$ cat src/hw/rtl/dbpt_pkg.sv
// Shared types and constants for the button debounce and press timer.
package dbpt_pkg;

  localparam int unsigned CfgIdxW  = 1;
  localparam int unsigned CfgDataW = 16;
  localparam int unsigned DurW     = 32;
  localparam int unsigned CountW   = 5;

  typedef enum logic [1:0] {
    KIND_TICK  = 2'd0,
    KIND_POP   = 2'd1,
    KIND_CLEAR = 2'd2
  } kind_e;

  typedef enum logic [CfgIdxW-1:0] {
    REG_DEBOUNCE_TICKS = 1'b0,
    REG_MIN_PRESS_MS   = 1'b1
  } cfg_reg_e;

  localparam logic [CfgDataW-1:0] DebounceTicksRst = 16'd10;
  localparam logic [CfgDataW-1:0] MinPressMsRst    = 16'd10;

  // Result fields known at issue time; duration is replaced by RAM data on a pop.
  typedef struct packed {
    logic [DurW-1:0]   duration;
    logic              use_ram;
    logic              pressed;
    logic [CountW-1:0] queue_count;
  } res_meta_t;

endpackage

$ cat src/hw/rtl/dbpt_ram.sv
// Generic single-write, single-read RAM with registered read data.
module dbpt_ram #(
  parameter int unsigned Width = 32,
  parameter int unsigned Depth = 20,
  parameter int unsigned AddrW = (Depth > 1) ? $clog2(Depth) : 1
) (
  input  logic             clk_i,
  input  logic             we_i,
  input  logic [AddrW-1:0] waddr_i,
  input  logic [Width-1:0] wdata_i,
  input  logic             re_i,
  input  logic [AddrW-1:0] raddr_i,
  output logic [Width-1:0] rdata_o
);

  logic [Width-1:0] mem_q [Depth];
  logic [Width-1:0] rdata_q;

  always_ff @(posedge clk_i) begin
    if (we_i) begin
      mem_q[waddr_i] <= wdata_i;
    end
    if (re_i) begin
      rdata_q <= mem_q[raddr_i];
    end
  end

  assign rdata_o = rdata_q;

endmodule

$ cat src/hw/rtl/dbpt_ctrl.sv
// Debounce, held-time counter, config registers and duration queue pointers.
module dbpt_ctrl #(
  parameter int unsigned QueueDepth = 20,
  parameter int unsigned IdxW       = (QueueDepth > 1) ? $clog2(QueueDepth) : 1
) (
  input  logic                          clk_i,
  input  logic                          rst_ni,
  input  logic                          accept_i,
  input  dbpt_pkg::kind_e               kind_i,
  input  logic                          pin_level_i,
  input  logic                          cfg_we_i,
  input  logic [dbpt_pkg::CfgIdxW-1:0]  cfg_index_i,
  input  logic [dbpt_pkg::CfgDataW-1:0] cfg_data_i,
  output logic                          ram_we_o,
  output logic [IdxW-1:0]               ram_waddr_o,
  output logic [dbpt_pkg::DurW-1:0]     ram_wdata_o,
  output logic                          ram_re_o,
  output logic [IdxW-1:0]               ram_raddr_o,
  output dbpt_pkg::res_meta_t           meta_o
);
  import dbpt_pkg::*;

  localparam int unsigned CntW = $clog2(QueueDepth + 1);
  localparam logic [CntW-1:0] FullCnt = CntW'(QueueDepth);
  localparam logic [IdxW-1:0] LastIdx = IdxW'(QueueDepth - 1);

  logic [CfgDataW-1:0] debounce_q, min_press_q;
  logic                prev_q, prev_d;
  logic                stable_q, stable_d;
  logic [15:0]         settle_q, settle_d;
  logic                armed_q, armed_d;
  logic                held_q, held_d;
  logic [DurW-1:0]     held_time_q, held_time_d;
  logic [IdxW-1:0]     rd_idx_q, rd_idx_d;
  logic [IdxW-1:0]     wr_idx_q, wr_idx_d;
  logic [CntW-1:0]     fill_q, fill_d;

  logic [15:0]         settle_inc;
  logic [DurW-1:0]     held_time_inc;

  assign settle_inc    = settle_q + 16'd1;
  assign held_time_inc = (held_q && (held_time_q != '1)) ? held_time_q + DurW'(1) : held_time_q;

  always_ff @(posedge clk_i or negedge rst_ni) begin
    if (!rst_ni) begin
      debounce_q  <= DebounceTicksRst;
      min_press_q <= MinPressMsRst;
    end else if (cfg_we_i) begin
      case (cfg_index_i)
        REG_DEBOUNCE_TICKS: debounce_q  <= cfg_data_i;
        REG_MIN_PRESS_MS:   min_press_q <= cfg_data_i;
        default: ;
      endcase
    end
  end

  always_ff @(posedge clk_i or negedge rst_ni) begin
    if (!rst_ni) begin
      prev_q      <= 1'b1;
      stable_q    <= 1'b1;
      settle_q    <= '0;
      armed_q     <= 1'b0;
      held_q      <= 1'b0;
      held_time_q <= '0;
      rd_idx_q    <= '0;
      wr_idx_q    <= '0;
      fill_q      <= '0;
    end else begin
      prev_q      <= prev_d;
      stable_q    <= stable_d;
      settle_q    <= settle_d;
      armed_q     <= armed_d;
      held_q      <= held_d;
      held_time_q <= held_time_d;
      rd_idx_q    <= rd_idx_d;
      wr_idx_q    <= wr_idx_d;
      fill_q      <= fill_d;
    end
  end

  always_comb begin
    prev_d           = prev_q;
    stable_d         = stable_q;
    settle_d         = settle_q;
    armed_d          = armed_q;
    held_d           = held_q;
    held_time_d      = held_time_q;
    rd_idx_d         = rd_idx_q;
    wr_idx_d         = wr_idx_q;
    fill_d           = fill_q;
    ram_we_o         = 1'b0;
    ram_re_o         = 1'b0;
    meta_o.duration  = '0;
    meta_o.use_ram   = 1'b0;
    if (accept_i) begin
      case (kind_i)
        KIND_TICK: begin
          held_time_d = held_time_inc;
          if (pin_level_i != prev_q) begin
            // any edge restarts the settle window
            prev_d   = pin_level_i;
            settle_d = '0;
            armed_d  = 1'b1;
          end else if (armed_q) begin
            if (settle_inc >= debounce_q) begin
              armed_d  = 1'b0;
              settle_d = '0;
              if (pin_level_i != stable_q) begin
                stable_d = pin_level_i;
                if (!pin_level_i) begin
                  if (!held_q) begin
                    held_d      = 1'b1;
                    held_time_d = '0;
                  end
                end else if (held_q) begin
                  held_d = 1'b0;
                  // queue the press if long enough; drop it when full
                  if ((held_time_inc >= DurW'(min_press_q)) && (fill_q < FullCnt)) begin
                    ram_we_o = 1'b1;
                    wr_idx_d = (wr_idx_q == LastIdx) ? '0 : wr_idx_q + IdxW'(1);
                    fill_d   = fill_q + CntW'(1);
                  end
                end
              end
            end else begin
              settle_d = settle_inc;
            end
          end
        end
        KIND_POP: begin
          if (fill_q != '0) begin
            ram_re_o       = 1'b1;
            meta_o.use_ram = 1'b1;
            rd_idx_d       = (rd_idx_q == LastIdx) ? '0 : rd_idx_q + IdxW'(1);
            fill_d         = fill_q - CntW'(1);
          end else if (held_q) begin
            meta_o.duration = held_time_q;
          end
        end
        KIND_CLEAR: begin
          fill_d   = '0;
          rd_idx_d = '0;
          wr_idx_d = '0;
        end
        default: ;
      endcase
    end
    meta_o.pressed     = held_d;
    meta_o.queue_count = CountW'(fill_d);
  end

  assign ram_waddr_o        = wr_idx_q;
  assign ram_wdata_o        = held_time_inc;
  assign ram_raddr_o        = rd_idx_q;

`ifndef SYNTHESIS
  a_fill_bound: assert property (@(posedge clk_i) disable iff (!rst_ni)
    fill_q <= FullCnt) else $error("queue fill exceeds depth");

  a_clear_empties: assert property (@(posedge clk_i) disable iff (!rst_ni)
    accept_i && (kind_i == KIND_CLEAR) |=> (fill_q == '0) && (rd_idx_q == '0))
    else $error("clear did not empty the queue");

  a_pop_drains: assert property (@(posedge clk_i) disable iff (!rst_ni)
    accept_i && (kind_i == KIND_POP) && (fill_q != '0) |=> fill_q == $past(fill_q) - CntW'(1))
    else $error("pop did not drain one entry");

  a_idle_settle: assert property (@(posedge clk_i) disable iff (!rst_ni)
    !armed_q |-> settle_q == '0) else $error("settle count running while disarmed");
`endif

endmodule

$ cat src/hw/rtl/dbpt_out_stage.sv
// Issue stage aligned with the RAM read, followed by the result register.
module dbpt_out_stage (
  input  logic                      clk_i,
  input  logic                      rst_ni,
  input  logic                      take_i,
  input  dbpt_pkg::res_meta_t       meta_i,
  input  logic [dbpt_pkg::DurW-1:0] rdata_i,
  output logic                      ready_o,
  output logic                      out_valid_o,
  input  logic                      out_ready_i,
  output dbpt_pkg::res_meta_t       out_o
);
  import dbpt_pkg::*;

  logic      s1_valid_q, s1_valid_d;
  res_meta_t s1_meta_q;
  logic      out_valid_q, out_valid_d;
  res_meta_t out_q, out_d;
  logic      advance;

  assign advance = s1_valid_q && (!out_valid_q || out_ready_i);
  assign ready_o = !s1_valid_q || advance;

  always_comb begin
    s1_valid_d  = s1_valid_q;
    out_valid_d = out_valid_q;
    out_d       = out_q;
    if (advance) begin
      out_valid_d = 1'b1;
      out_d       = s1_meta_q;
      // popped entries take their duration from the registered RAM read launched at issue
      if (s1_meta_q.use_ram) begin
        out_d.duration = rdata_i;
      end
    end else if (out_ready_i) begin
      out_valid_d = 1'b0;
    end
    if (take_i) begin
      s1_valid_d = 1'b1;
    end else if (advance) begin
      s1_valid_d = 1'b0;
    end
  end

  always_ff @(posedge clk_i or negedge rst_ni) begin
    if (!rst_ni) begin
      s1_valid_q  <= 1'b0;
      out_valid_q <= 1'b0;
    end else begin
      s1_valid_q  <= s1_valid_d;
      out_valid_q <= out_valid_d;
    end
  end

  always_ff @(posedge clk_i) begin
    if (take_i) begin
      s1_meta_q <= meta_i;
    end
    out_q <= out_d;
  end

  assign out_valid_o = out_valid_q;
  assign out_o       = out_q;

`ifndef SYNTHESIS
  a_hold_result: assert property (@(posedge clk_i) disable iff (!rst_ni)
    out_valid_q && !out_ready_i |=> out_valid_q && $stable(out_q))
    else $error("stalled result changed");

  a_take_when_ready: assert property (@(posedge clk_i) disable iff (!rst_ni)
    take_i |-> ready_o) else $error("item taken while issue stage blocked");

  a_drain: assert property (@(posedge clk_i) disable iff (!rst_ni)
    advance |=> out_valid_q) else $error("advanced item lost");
`endif

endmodule

$ cat src/hw/rtl/button_debounce_press_timer.sv
// Debounced active-low button with press-duration queue: top level.
// One item (tick, pop or clear) is taken every cycle while in_ready_o is high;
// its result passes the issue stage and then the result register, a popped
// duration coming from the registered read of the duration RAM. An issue stage
// and a result register let a new item be taken while a finished result waits
// for out_ready_i. Config writes are taken every cycle (cfg_ready_o is tied high).
module button_debounce_press_timer #(
  parameter int unsigned QueueDepth = 20
) (
  input  logic                          clk_i,
  input  logic                          rst_ni,
  input  logic                          in_valid_i,
  output logic                          in_ready_o,
  input  logic [1:0]                    kind_i,
  input  logic                          pin_level_i,
  output logic                          out_valid_o,
  input  logic                          out_ready_i,
  output logic [dbpt_pkg::DurW-1:0]     duration_o,
  output logic                          popped_valid_o,
  output logic                          pressed_o,
  output logic [dbpt_pkg::CountW-1:0]   queue_count_o,
  input  logic                          cfg_valid_i,
  output logic                          cfg_ready_o,
  input  logic [dbpt_pkg::CfgIdxW-1:0]  cfg_index_i,
  input  logic [dbpt_pkg::CfgDataW-1:0] cfg_data_i
);
  import dbpt_pkg::*;

  localparam int unsigned IdxW = (QueueDepth > 1) ? $clog2(QueueDepth) : 1;

  logic            accept;
  logic            stage_ready;
  logic            ram_we, ram_re;
  logic [IdxW-1:0] ram_waddr, ram_raddr;
  logic [DurW-1:0] ram_wdata, ram_rdata;
  res_meta_t       issue_meta, out_meta;

  assign in_ready_o  = stage_ready;
  assign accept      = in_valid_i && stage_ready;
  assign cfg_ready_o = 1'b1;

  dbpt_ctrl #(
    .QueueDepth(QueueDepth),
    .IdxW      (IdxW)
  ) u_ctrl (
    .clk_i      (clk_i),
    .rst_ni     (rst_ni),
    .accept_i   (accept),
    .kind_i     (kind_e'(kind_i)),
    .pin_level_i(pin_level_i),
    .cfg_we_i   (cfg_valid_i),
    .cfg_index_i(cfg_index_i),
    .cfg_data_i (cfg_data_i),
    .ram_we_o   (ram_we),
    .ram_waddr_o(ram_waddr),
    .ram_wdata_o(ram_wdata),
    .ram_re_o   (ram_re),
    .ram_raddr_o(ram_raddr),
    .meta_o     (issue_meta)
  );

  dbpt_ram #(
    .Width(DurW),
    .Depth(QueueDepth),
    .AddrW(IdxW)
  ) u_ram (
    .clk_i  (clk_i),
    .we_i   (ram_we),
    .waddr_i(ram_waddr),
    .wdata_i(ram_wdata),
    .re_i   (ram_re),
    .raddr_i(ram_raddr),
    .rdata_o(ram_rdata)
  );

  dbpt_out_stage u_out (
    .clk_i      (clk_i),
    .rst_ni     (rst_ni),
    .take_i     (accept),
    .meta_i     (issue_meta),
    .rdata_i    (ram_rdata),
    .ready_o    (stage_ready),
    .out_valid_o(out_valid_o),
    .out_ready_i(out_ready_i),
    .out_o      (out_meta)
  );

  assign duration_o     = out_meta.duration;
  assign popped_valid_o = out_meta.use_ram;
  assign pressed_o      = out_meta.pressed;
  assign queue_count_o  = out_meta.queue_count;

endmodule

$ cat config.mk
export PLATFORM = sky130hd
export DESIGN_NAME = button_debounce_press_timer
export DESIGN_NICKNAME = d
export VERILOG_FILES = /design/src/hw/rtl/dbpt_pkg.sv /design/src/hw/rtl/dbpt_ram.sv /design/src/hw/rtl/dbpt_ctrl.sv /design/src/hw/rtl/dbpt_out_stage.sv /design/src/hw/rtl/button_debounce_press_timer.sv
export SDC_FILE = /design/constraint.sdc
export NUM_CORES = 1
export LEC_CHECK = 0
export BUFFER_PORTS_ARGS = -buffer_cell sky130_fd_sc_hd__buf_4
export CORE_ASPECT_RATIO = 2
export CORE_MARGIN = 3
export CORE_UTILIZATION = 35
export CTS_CLUSTER_DIAMETER = 60
export CTS_CLUSTER_SIZE = 16
export DETAILED_ROUTE_END_ITERATION = 16
export HOLD_SLACK_MARGIN = 0.02
export PLACE_DENSITY = 0.56
export SLEW_MARGIN = 20
export SYNTH_ARGS = -nofsm -noshare
export SYNTH_HDL_FRONTEND = slang
export SYNTH_SLANG_ARGS = --single-unit
$ cat constraint.sdc
create_clock -name clk_i -period 7.2 [get_ports clk_i]
set_clock_uncertainty 0.05 [all_clocks]
set_input_delay 0.36 -clock clk_i [delete_from_list [all_inputs] [get_ports clk_i]]
set_output_delay 0.36 -clock clk_i [all_outputs]
set_load 0.05 [all_outputs]
### After elaboration in Yosys (flattened, before gate mapping)

Memories as Yosys holds them, arrays and structs flattened. A register that Yosys moved wholly into a read port is not among the register bits.
Cells that the tools add are included.

* $add $sub $neg: 6
* magnitude comparators: 3
* equal/unequal tests: 15
* mux-type cells: 61
* bitwise logic cells: 4
* reduce and logical (&&, ||, !) cells: 24

Operator list (number)
* 32-bit two-way mux: 8
* 5-bit two-way mux: 19
* 16-bit two-way mux: 3
* 32-bit by 1-bit adder with 32-bit output, second input constant: 1
* 32-bit by 16-bit >= comparator with 1-bit output: 1
* 32-bit inequality test, second input constant: 1
* 1-bit two-way mux: 28
* 5-bit case mux with 2 select lines: 2
* 16-bit by 1-bit adder with 16-bit output, second input constant: 1
* 16-bit >= comparator: 1
* 5-bit by 1-bit adder with 5-bit output, second input constant: 3
* 5-bit case mux with 3 select lines: 1
* 2-bit by 1-bit inequality test with 1-bit output, second input constant: 6
* 5-bit equality test, second input constant: 2
* 2-bit nonzero test: 5
* 3-bit AND reduction: 3
* 9-bit AND reduction: 1
* 2-bit AND reduction: 3
* 6-bit AND reduction: 1
* 5-bit < comparator, second input constant: 1
* 5-bit nonzero test: 1
* 5-bit by 1-bit subtractor with 5-bit output, second input constant: 1
* 1-bit logical AND: 4
* 2-bit inequality test, second input constant: 2
* 8 further kinds: 14

* flip-flop bits (word level): 179
* RAM bits: 640
* input bits: 25
* output and inout bits: 42
* memories: 1

Memories
* u_ram.mem_q: depth 20, width 32, read ports 1, clocked after Yosys merged registers in 1, write ports 1, RTL line dbpt_ram.sv:16 `logic [Width-1:0] mem_q [Depth];`

### Longest topological paths before layout

* depth in word-level cells: 16
* gate-level depth with buffers: 20
* gate-level depth less buffers: 18

### Modules after synthesis

Synthesis repeated with hierarchy kept, for this count alone.

* cell total of the unflattened synthesis: 2256
* area total of the unflattened synthesis: 35321.4 sq um

Modules (own cells, without submodules)
* dbpt_ram: times used 1, cells each 1362, area an instance 25779.7 sq um, sequential area each 20179.4 sq um
* dbpt_ctrl: times used 1, cells each 769, area an instance 6551.3 sq um, sequential area each 2484.9 sq um
* dbpt_out_stage: times used 1, cells each 122, area an instance 2972.9 sq um, sequential area each 2392.3 sq um
* button_debounce_press_timer: times used 1, cells each 3, area an instance 17.5 sq um, sequential area each 0.0 sq um

### Least setup slack after synthesis

No wires, ideal clock.

* path type: reg2reg
* start point: register u_ctrl.held_time_q[0]
* end point: memory u_ram.mem_q[3][0], enable pin
* setup time: 0.392 ns
* data arrival time: 5.149 ns
* data required time: 6.758 ns
* path slack: 1.609 ns
* cell stages (with the launch flop): 20
* buffers on the path: 2
* clock period less this slack: 5.591 ns
* cells stage by stage: dfrtp_1 > ha_1 > nand4_1 > nor4_1 > a31oi_1 > and4_1 > clkbuf_1 > nand3_1 > nor2_1 > xor2_1 > ha_1 > nand2_1 > o21ai_0 > a211oi_1 > mux2i_1 > a2111oi_2 > nand4_1 > and3_1 > clkbuf_1 > and3_1

* cells in the longest elaborated chain, start to end: 16

RTL lines
* from (decl): RTL line dbpt_ctrl.sv:33 `logic [DurW-1:0] held_time_q, held_time_d;`
* from (signal assigned): RTL line dbpt_ctrl.sv:74 `held_time_q <= held_time_d;`
* branches (longest 2 deep; another with 32-bit by 1-bit adder with 32-bit output)
* 32-bit two-way mux (*): RTL line dbpt_ctrl.sv:42 `assign held_time_inc = (held_q && (held_time_q != '1)) ? held_time_q + DurW'(1) : held_time_q;`
* net ram_wdata[14]: RTL line button_debounce_press_timer.sv:35 `logic [DurW-1:0] ram_wdata, ram_rdata;`
* 32-bit by 16-bit >= comparator with 1-bit output (*): RTL line dbpt_ctrl.sv:118 `if ((held_time_inc >= DurW'(min_press_q)) && (fill_q < FullCnt)) begin`
* 1-bit logical AND (*): RTL line dbpt_ctrl.sv:118
* 1-bit two-way mux (*): RTL line dbpt_ctrl.sv:118
* 1-bit two-way mux (*): RTL line dbpt_ctrl.sv:115 `end else if (held_q) begin`
* 1-bit two-way mux (*): RTL line dbpt_ctrl.sv:110 `if (!pin_level_i) begin`
* 1-bit two-way mux (*): RTL line dbpt_ctrl.sv:108 `if (pin_level_i != stable_q) begin`
* 1-bit two-way mux (*): RTL line dbpt_ctrl.sv:105 `if (settle_inc >= debounce_q) begin`
* 1-bit two-way mux (*): RTL line dbpt_ctrl.sv:104 `end else if (armed_q) begin`
* 1-bit two-way mux (*): RTL line dbpt_ctrl.sv:99 `if (pin_level_i != prev_q) begin`
* 1-bit two-way mux (*): RTL line dbpt_ctrl.sv:96 `case (kind_i)`
* 1-bit two-way mux (*): RTL line dbpt_ctrl.sv:95 `if (accept_i) begin`
* 1-bit two-way mux (*): RTL line dbpt_ram.sv:20 `if (we_i) begin`
* 1-bit two-way mux (implied by the code) (*): RTL line dbpt_ram.sv:21 `mem_q[waddr_i] <= wdata_i;`
* to (decl): RTL line dbpt_ram.sv:16

Mark *: on every way through the listed nets, which the timed path passes.

### Worst setup path in the final report

* start point: register u_ctrl.held_time_q[22]
* end point: memory u_ram.mem_q[1][0], enable pin

* cells in the longest elaborated chain, start to end: 16

RTL lines (RTL line)
* 32-bit inequality test: dbpt_ctrl.sv:42
* 1-bit logical AND: dbpt_ctrl.sv:42
* 32-bit two-way mux: dbpt_ctrl.sv:42
* net ram_wdata[14]: button_debounce_press_timer.sv:35
* 32-bit by 16-bit >= comparator with 1-bit output: dbpt_ctrl.sv:118
* 1-bit logical AND: dbpt_ctrl.sv:118
* 1-bit two-way mux: dbpt_ctrl.sv:118
* 1-bit two-way mux: dbpt_ctrl.sv:115
* 1-bit two-way mux: dbpt_ctrl.sv:110
* 1-bit two-way mux: dbpt_ctrl.sv:108
* 1-bit two-way mux: dbpt_ctrl.sv:105
* 1-bit two-way mux: dbpt_ctrl.sv:104
* 1-bit two-way mux: dbpt_ctrl.sv:99
* 1-bit two-way mux: dbpt_ctrl.sv:96
* 1-bit two-way mux: dbpt_ctrl.sv:95
* 1-bit two-way mux: dbpt_ram.sv:20
* 1-bit two-way mux (implied by the code): dbpt_ram.sv:21

The timed path passes the listed nets, and every way through them passes these cells.

==> flow_metrics.py <==
metrics = {
    "grt": {
        "grt_pass1_vias": 18700,
        "grt_pass1_wl_um": 127000,
        "grt_max_degree": 113,
        "grt_usage_pct": 16.7,
        "antenna_found_initial": 1,
        "overflow": 0,
    },
    "drt": {
        "dr_total_vias": 17500,
        "route.detailed.drc": 0,
        "wl_per_cell_um": 26.0,
        "first_pass_iters": 5,
        "postRouteAntennaNets": 0,
        "via_per_inst": 5.27,
        "wl_um": 86300,
        "drtIter0Drc": 1610,
    },
    "clocking": {
        "cts_setup_buffers": 0,
        "cts_tree": "yes",
        "cts_max_level": 2,
        "clkLatencyLatePin_ns": 0.68,
        "cts_resized": 0,
        "clkTransAtPathRegs_ns": 0.08,
        "cts_num_sinks": 851,
        "cts_buffers": 60,
        "clock_path_buffers": 3,
        "root_buffer": "clkbuf_16",
    },
    "hold_path": {
        "hold_depth": 3,
        "hold_path.class": "in2reg",
        "holdPathEnd": "u_ctrl.ram_raddr_o[1]$_DFFE_PN0P_",
        "worstHoldStart": "kind_i[0]",
    },
    "synth": {
        "yosysSeqAreaShare_pct": 72.0,
        "yosysWarnings": 0,
        "synth_cell_types": 71,
        "syn_nets": 1944,
        "avgSynthCellArea_um2": 18.5,
        "ys.flop_type": "edfxtp_1",
        "syn_inst": 1878,
        "synth_seq_cells": 851,
        "syn-cell-area_um2": 34800,
        "async_flop_share_pct": 11.9,
        "synth_edf_count": 750,
    },
    "setup_path": {
        "startpoint_type": "register",
        "cpMostUsedCell": "nand4_1",
        "critPathMaxStageDelay_ns": 0.68,
        "worstPathCellList": "nand4_1 > nor3_1 > a31oi_1 > and4_1 > nand3_1 > nor2_1 > xor2_2 > ha_1 > nand2_1 > o21ai_0 > a211oi_1 > mux2i_1 > a2111oi_2 > nand4_1 > and3_1 > and3_2",
        "rr_endpoint": "u_ram.mem_q[1][0]$_DFFE_PP_",
        "arrival_ns": 6.77,
        "slowest_stage": "xor2_2",
        "rrSetupSlack_ns": 0.63,
        "end_kind": "register",
        "rr_worst_depth": 16,
        "required_ns": 7.39,
        "worstSetupPathType": "reg2reg",
        "r2r-start": "u_ctrl.held_time_q[22]$_DFFE_PN0P_",
        "worstPathMaxFanout": 32,
    },
    "timing": {
        "slew_violations": 0,
        "fin_ws_ns": 0.626,
        "maxSlewHeadroom_pct": 24.1,
        "fin_crit_sh_pct": 91.3,
        "setup_tns_ns": 0,
        "timing.final.hold_violations": 0,
        "finalSetupViolations": 0,
        "fin_hold_ws_ns": 0.0898,
        "worst_pin_slew_ns": 1.13,
        "period_needed_ns": 6.57,
        "clock.fmax_mhz": 152,
        "rsz0062_at_grt": "no",
    },
    "layout": {
        "syn_to_final_growth_pct": 12.0,
        "finalNetCount": 2040,
        "drive_above_1_share_pct": 26.2,
        "final_common_cell": "edfxtp_1",
        "layout_common_cells": "750 x edfxtp_1, 192 x mux4_2, 111 x buf_4, 95 x nand2_1, 90 x dfrtp_1",
    },
    "pwr": {
        "leakage_nw": 12.9,
        "ir_drop_v": 0.000208,
        "power.density_nw_per_um2": 291,
    },
    "die": {
        "io_pins": 67,
        "die_w_um": 229,
        "die_h_um": 452,
        "die_area_um2": 103000,
        "coreArea_um2": 98700,
        "initial_core_util_pct": 35.2,
        "num_rows": 163,
    },
    "place": {
        "pre_cts_ws_ns": 0.359,
        "numPortBuffers": 65,
        "place.gp.congestion": 0.845,
        "post-dp-hpwl_um": 53600,
    },
    "status": {
        "status": "complete, no violations",
    },
    "run": {
        "cap_viol_max_count": 0,
    },
}
==> worst max-delay path: cells and delay by family (launching register included) <==
family	cells	cell delay, ns
AOI/OAI and AO/OA	4	1.24
xor gates and xnor gates	1	0.68
adders and majority gates	1	0.36
DFF	1	0.62
muxes	1	0.14
and+or+nand+nor	9	3.00
==> final cells by class <==
| type | count | area [µm²] |
|---|---|---|
| clock inverter | 6 | 72.6 |
| antenna | 1 | 2.50 |
| timing repair buffer | 138 | 1130 |
| tap | 1320 | 1650 |
| sequential | 851 | 25100 |
| fill | 8963 | 59700 |
| inverter | 50 | 188 |
| multi-input combinational | 873 | 9240 |
| clock buffer | 82 | 1620 |
==> power breakdown <==
part / internal [mW] / leakage, nW / total [mW] / switching [mW]
clock network: 1.56 / 0.814 / 3.22 / 1.66
logic: 1.14 / 4.06 / 2.30 / 1.16
registers: 5.60 / 8.06 / 5.80 / 0.201
total: 8.30 / 12.9 / 11.3 / 3.03
==> worst max-delay path by stage <==
stage,from,end,slack (ns),cells after the start
final,u_ctrl.held_time_q[22]$_DFFE_PN0P_,u_ram.mem_q[1][0]$_DFFE_PP_,0.63,16
after global routing,u_ctrl.held_time_q[17]$_DFFE_PN0P_,u_ram.mem_q[17][3]$_DFFE_PP_,0.23,16
after CTS,u_ctrl.held_time_q[17]$_DFFE_PN0P_,u_ram.mem_q[19][6]$_DFFE_PP_,0.27,16
after detailed placement,u_ctrl.held_time_q[17]$_DFFE_PN0P_,u_ram.mem_q[19][5]$_DFFE_PP_,0.36,16
after global placement,u_ctrl.held_time_q[17]$_DFFE_PN0P_,u_ram.mem_q[14][19]$_DFFE_PP_,0.57,16
after floorplan,u_ctrl.held_time_q[0]$_DFFE_PN0P_,u_ram.mem_q[3][0]$_DFFE_PP_,1.61,19
==> metal layers <==
layer / wire length, µm / up-vias / GRT usage (%)
met4: 2350 / 0 / 4.91
met5: 0 / - / 0
met1: 32000 / 9366 / 19.4
met2: 48500 / 424 / 32.2
li1: - / 7614 / -
met3: 3460 / 110 / 1.96
==> sequential cells by signal, indices dropped and copies added, names as in the netlist, 5 cells and up <==
| register | cells |
|---|---|
| u_ram.mem_q | 640 |
| u_ctrl.ram_raddr_o | 5 |
| u_ctrl.debounce_q | 16 |
| u_out.out_o | 39 |
| u_ctrl.held_time_q | 32 |
| u_out.s1_meta_q | 39 |
| u_ctrl.fill_q | 5 |
| u_ram.rdata_o | 32 |
| u_ctrl.settle_q | 16 |
| u_ctrl.ram_waddr_o | 5 |
| u_ctrl.min_press_q | 16 |
==> stage by stage <==
step / instance area, µm² / util [%] / std cells / total power [mW]
final: 39000 / 39.5 / 3321 / 11.3
after global routing: 39000 / 39.5 / 3321 / 11.8
after CTS: 38900 / 39.4 / 3317 / 11.5
after detailed placement: 37000 / 37.4 / 3207 / 8.27
after global placement: 37000 / 37.4 / 3207 / 8.24
after floorplan: 34800 / - / 1878 / 7.51
==> synth_stat cells (3+ instances only) <==
master,n,area (µm²)
a211oi_1,7,52.6
a21o_1,9,67.6
a21oi_1,21,105
a22o_1,12,105
a31oi_1,5,31.3
and2_1,37,231
and3_1,35,219
and4_1,3,26.3
buf_1,17,63.8
buf_2,10,50.1
buf_4,4,30.0
clkbuf_1,71,267
dfrtp_1,95,2380
dfstp_2,6,158
edfxtp_1,750,22500
ha_1,41,513
inv_1,50,188
mux2_2,84,946
mux2i_1,3,30.0
mux4_2,192,4320
nand2_1,95,357
nand2b_1,8,50.1
nand3_1,33,165
nand4_1,16,100
nor2_1,48,180
nor2b_1,6,37.5
nor3_1,16,80.1
nor4_1,7,43.8
o211ai_1,4,30.0
o21a_1,3,22.5
o21ai_0,71,355
o22ai_1,5,31.3
o31ai_1,13,97.6
or2_2,5,31.3
xnor2_1,33,289
xor2_1,21,184
==> what timing repair did <==
action                                  CTS  global route
hold buffers                             22             1
endpoints found under the hold margin    76             2
endpoints found under the setup margin    0             0
==> logic make-up (layout without fill, tap and decap cells) <==
| logic type | after synthesis | in the layout | share of synthesized area, % |
|---|---|---|---|
| other cells | 1 | 2 | 0.0108 |
| simple gates | 320 | 320 | 4.71 |
| flops | 851 | 851 | 72.0 |
| compound gates | 178 | 178 | 3.38 |
| buf+inv | 154 | 276 | 1.78 |
| mux | 279 | 279 | 15.2 |
| fa+ha+maj | 41 | 41 | 1.47 |
| xor+xnor | 54 | 54 | 1.36 |
No activity file was read; power rests on OpenSTA's default activity.
